===== config.mk =====
export PLATFORM = sky130hd
export DESIGN_NAME = chs_hash
export DESIGN_NICKNAME = d
export VERILOG_FILES = /design/src/hw/rtl/chs_pkg.sv /design/src/hw/rtl/chs_hash.sv
export VERILOG_INCLUDE_DIRS = /design/src /design/src/hw/rtl
export SDC_FILE = /design/constraint.sdc
export NUM_CORES = 1
export LEC_CHECK = 0
export ABC_AREA = 1
export ABC_CLOCK_PERIOD_IN_PS = 4370
export BUFFER_PORTS_ARGS = -buffer_cell sky130_fd_sc_hd__buf_2
export CORE_MARGIN = 3
export CORE_UTILIZATION = 35
export DETAILED_ROUTE_END_ITERATION = 10
export PLACE_DENSITY = 0.49
export SLEW_MARGIN = 5
export SYNTH_ARGS = -nofsm -noshare
export SYNTH_HDL_FRONTEND = slang
export SYNTH_SLANG_ARGS = --single-unit

===== constraint.sdc =====
create_clock -name clk_i -period 4.37 [get_ports clk_i]
set_input_delay 0 -clock clk_i [delete_from_list [all_inputs] [get_ports clk_i]]
set_output_delay 0 -clock clk_i [all_outputs]
set_load 0.05 [all_outputs]

===== src/hw/rtl/chained_hash_set_unit_assert.svh =====
// ----------------------------------------------------------------------------
// Assertion macros for the chained hash set unit
// Wraps concurrent assertions on clk_i with reset rst_ni; empty in synthesis.
// ----------------------------------------------------------------------------
`ifndef CHAINED_HASH_SET_UNIT_ASSERT_SVH
`define CHAINED_HASH_SET_UNIT_ASSERT_SVH
`ifndef SYNTHESIS
`define CHS_ASSERT(lbl, prop) \
  lbl: assert property (@(posedge clk_i) disable iff (!rst_ni) prop) \
    else $error("chained hash set: assertion failed");
`define CHS_ASSERT_IMPL(lbl, pre, post) \
  lbl: assert property (@(posedge clk_i) disable iff (!rst_ni) (pre) |-> (post)) \
    else $error("chained hash set: implication failed");
`else
`define CHS_ASSERT(lbl, prop)
`define CHS_ASSERT_IMPL(lbl, pre, post)
`endif
`endif


===== src/hw/rtl/chs_pkg.sv =====
`timescale 1ns / 1ps
// ----------------------------------------------------------------------------
// chs_pkg
// Sizes, codes and types shared by the chained hash set unit.
// ----------------------------------------------------------------------------
package chs_pkg;

  localparam int unsigned BUCKETS      = 100;
  localparam int unsigned BUCKET_DEPTH = 8;

  localparam int unsigned KEY_W     = 31;
  localparam int unsigned TOTAL_W   = 10;
  localparam int unsigned BUCKET_W  = (BUCKETS > 1) ? $clog2(BUCKETS) : 1;
  localparam int unsigned SLOT_W    = (BUCKET_DEPTH > 1) ? $clog2(BUCKET_DEPTH) : 1;
  localparam int unsigned FILL_W    = $clog2(BUCKET_DEPTH + 1);
  localparam int unsigned ADDR_W    = BUCKET_W + SLOT_W;
  localparam int unsigned KEY_DEPTH = BUCKETS << SLOT_W;

  // floor(2^KEY_W / BUCKETS): quotient estimate is exact or one low
  localparam logic [KEY_W-1:0] BUCKET_RECIP = KEY_W'((64'd1 << KEY_W) / BUCKETS);

  typedef enum logic {
    FUNC_INSERT = 1'b0,
    FUNC_SEARCH = 1'b1
  } chs_func_e;

  typedef enum logic [2:0] {
    ST_CLEAR,
    ST_IDLE,
    ST_HASH,
    ST_FILL,
    ST_SCAN,
    ST_DONE
  } chs_state_e;

  typedef struct packed {
    logic                valid;
    logic [BUCKET_W-1:0] bucket;
  } chs_hash_t;

endpackage


===== src/hw/rtl/chs_hash.sv =====
`timescale 1ns / 1ps
// ----------------------------------------------------------------------------
// chs_hash
// Three-stage key modulo BUCKETS: reciprocal multiply, back-multiply,
// subtract with one correction step.
// ----------------------------------------------------------------------------
`include "chained_hash_set_unit_assert.svh"

module chs_hash (
  input  logic                           clk_i,
  input  logic                           rst_ni,
  input  logic                           start_i,
  input  logic [chs_pkg::KEY_W-1:0]      key_i,
  output chs_pkg::chs_hash_t             hash_o
);

  localparam int unsigned PROD_W = 2 * chs_pkg::KEY_W;

  logic [2:0]                      vld_q;
  logic [chs_pkg::KEY_W-1:0]       key1_q, key2_q;
  logic [PROD_W-1:0]               prod_q;
  logic [chs_pkg::KEY_W-1:0]       qd_q;
  logic [chs_pkg::BUCKET_W-1:0]    bucket_q;

  logic [chs_pkg::KEY_W-1:0]       quot;
  logic [chs_pkg::KEY_W-1:0]       rem;
  logic [chs_pkg::BUCKET_W-1:0]    bucket_d;

  assign quot = prod_q[PROD_W-1:chs_pkg::KEY_W];
  assign rem  = key2_q - qd_q;

  always_comb begin
    if (rem >= chs_pkg::KEY_W'(chs_pkg::BUCKETS)) begin
      bucket_d = chs_pkg::BUCKET_W'(rem - chs_pkg::KEY_W'(chs_pkg::BUCKETS));
    end else begin
      bucket_d = chs_pkg::BUCKET_W'(rem);
    end
  end

  always_ff @(posedge clk_i or negedge rst_ni) begin
    if (!rst_ni) begin
      vld_q <= '0;
    end else begin
      vld_q <= {vld_q[1:0], start_i};
    end
  end

  always_ff @(posedge clk_i) begin
    key1_q   <= key_i;
    prod_q   <= PROD_W'(key_i) * PROD_W'(chs_pkg::BUCKET_RECIP);
    key2_q   <= key1_q;
    qd_q     <= quot * chs_pkg::KEY_W'(chs_pkg::BUCKETS);
    bucket_q <= bucket_d;
  end

  assign hash_o.valid  = vld_q[2];
  assign hash_o.bucket = bucket_q;

  `CHS_ASSERT_IMPL(a_bucket_range, hash_o.valid,
                   chs_pkg::KEY_W'(hash_o.bucket) < chs_pkg::KEY_W'(chs_pkg::BUCKETS))
  `CHS_ASSERT_IMPL(a_rem_range, vld_q[1],
                   (key2_q - qd_q) < chs_pkg::KEY_W'(2 * chs_pkg::BUCKETS))
  `CHS_ASSERT_IMPL(a_latency, hash_o.valid, $past(start_i, 3))

endmodule


==> results.toml <==
[status]
status = "complete, but fails checks"
violations = "negative setup slack"

[timing]
hold_viol = 0
fin_skew_ns = 0.0107
setup_ws_ns = -0.377
holdWs_ns = 0.0523
finalMaxSlewViolations = 0
setup_tns_ns = -7.18
finalCritPeriodShare = 1.09
finalSetupViolations = 25
rsz0062_at_grt = "true"
worst-slew-pin-transition_ns = 0.476
min_period_ns = 4.75
max_freq_mhz = 211
relSlewSlack = 0.679

[worst_setup_path]
timing_worst_setup_path_type = "in2reg"
endpoint_kind = "flop"
cp_data_arrival_time_ns = 5.05
critPathMaxFanout = 5
required_ns = 4.67
cp-start-kind = "input port"

[cells_and_area]
fill_cells = 5795
seq_area_mm2 = 0.00254
layout-drive-gt1-share = 0.224
final_common_cell = "inv_1"
n_antenna_cell = 0
area_growth_pct = 28.6
final_cell_mix = "inv_1, ha_1, nand2_1, fa_1, buf_4"
utilization = 0.457
final_nets = 3707
fin_cells = 3750
multi_input_area_mm2 = 0.0171

[synthesis]
synth_fp_nets = 3335
ys_seq_elements = 126
synthesis.instances = 2592
syn-cell-area_mm2 = 0.0211
async_flop_share = 0.0238
ys_types = 40
synth_edf_count = 0
ys_warn_count = 0
synth_flop_cell = "dfxtp_1"
yosysSeqAreaShare = 0.120
syn_avg_cell_area_um2 = 8.14

[grt]
grt_use_met2 = 0.313
antenna_found_initial = 2
grt_start_max_net_pins = 17
track_usage = 0.188
met3_usage = 0.0193
grt_pass1_wl_um = 93500
grt_most_used_layer = "met2"
gr-usage-met1 = 0.272
grt_pass1_vias = 17700
grt_remaining_overflow = 0

[floorplanning]
start_util = 0.355
ios = 42
die_h_um = 251
coreArea_mm2 = 0.0594
rows = 89
die_x_um = 251
die-area_mm2 = 0.0632

[drt]
vias = 17000
drt_wl_total_um = 58500
ant_nets = 0
vias_per_cell = 4.55
wire_per_inst_um = 15.6
initialDrtViolationCount = 752
drt_pass1_iterations = 5
drc_errors = 0

[placed_design]
placed_cells = 3660
place_congestion = 0.874
dp_hpwl_um = 51400
port_buffers = 41

[clock_network]
cts_tree = "done"
cts.sinks = 126
clockRootBuffer = "clkbuf_16"
cts_made_buffers = 17
clockBufferDepth = 2
h-tree-depth = 4
clk_pin_slew_ns = 0.06
clock_latency_ns = 0.42

[run]
maxCapViolCount = 0

[hold_path]
min_path_type = "in2reg"
==> per-layer routing <==
| metal | vias to the layer above | share of wire |
|---|---|---|
| li1 | 8586 | - |
| met1 | 8213 | 0.49 |
| met2 | 209 | 0.47 |
| met3 | 36 | 0.027 |
| met4 | 0 | 0.0095 |
| met5 | - | 0 |
==> metrics by stage <==
| stage | setup slack (ns) | cell area (um2) |
|---|---|---|
| finish | -0.377 | 27100 |
| global route | -0.521 | 27100 |
| CTS | -0.397 | 26300 |
| detailed placement | -1.13 | 24500 |
| global placement | -1.16 | 24500 |
| floorplan | -0.345 | 21300 |
==> sequential cells by signal (all words and copies together) (netlist names) <==
signal,cells
prod_q,25
bucket_q,7
qd_q,29
vld_q,3
key1_q,31
key2_q,31
==> critical path: stages <==
cell,delay (ns)
buf_12,0.11
buf_12,0.13
ha_4,0.26
inv_2,0.04
fa_2,0.53
inv_2,0.04
fa_1,0.50
fa_2,0.60
fa_1,0.43
fa_1,0.49
inv_1,0.05
fa_1,0.49
inv_2,0.05
ha_4,0.23
a21oi_4,0.19
o21ai_2,0.09
a21oi_1,0.13
inv_1,0.09
a21oi_2,0.11
inv_1,0.07
nand2_1,0.06
nand4_1,0.16
xor2_1,0.19
==> cell type report <==
type / count / area share
clock buffer: 18 / 0.0158
multi-input combinational: 1652 / 0.630
sequential: 126 / 0.0935
clock inverter: 14 / 0.00494
timing repair buffer: 354 / 0.108
tap: 773 / 0.0357
inverter: 813 / 0.112
==> cells by family (layout without fill, tap and decap cells) <==
family,Yosys count,in the layout,share of synthesized area
xor gates and xnor gates,50,50,0.0208
adders and majority gates,709,709,0.522
AOI/OAI and AO/OA,209,209,0.0549
buffers and inverters,814,1199,0.145
DFF,126,126,0.120
and+or+nand+nor,684,684,0.137
==> synthesized netlist by cell type, types with 6 or more instances <==
master	count	area, um2
inv_1	808	3030
nand3b_1	7	52.6
ha_1	425	5320
a21oi_1	108	541
a31oi_1	10	62.6
fa_1	284	5690
o21bai_1	7	52.6
nor3_1	8	40.0
dfxtp_1	123	2460
o21ai_0	53	265
nand2_2	8	50.1
nor2_1	139	522
nor4_1	6	37.5
xor2_1	34	298
o21a_1	9	67.6
nand4_1	20	125
xnor2_1	16	140
nand3_1	68	340
nand2_1	402	1510
nor2_2	7	43.8
==> final timing paths <==
kind                                    start                  to  slack [ns]  cells past startpoint
max                                 key_i[17]  prod_q[53]$_DFF_P_       -0.38                     23
min                                 key_i[23]  key1_q[23]$_DFF_P_        0.05                      3
max reg2reg                prod_q[34]$_DFF_P_    qd_q[30]$_DFF_P_        0.69                     18
min reg2reg                 key1_q[3]$_DFF_P_   key2_q[3]$_DFF_P_        0.32                      0
max in group asynchronous              rst_ni  vld_q[2]$_DFF_PN0_        3.80                      3
min in group asynchronous              rst_ni  vld_q[0]$_DFF_PN0_        0.43                      3
==> what timing repair did <==
item                                    in CTS  in global routing
endpoints found under the setup margin      25                 25
hold buffers                                30                  1
buffers inserted                            17                 13
hold endpoints to repair                    31                  1
resized for setup                          225                156
pin swaps                                   78                 95
Power is not shown: default switching activity piles up to over one toggle a cycle in this logic, so the estimate is an artifact.
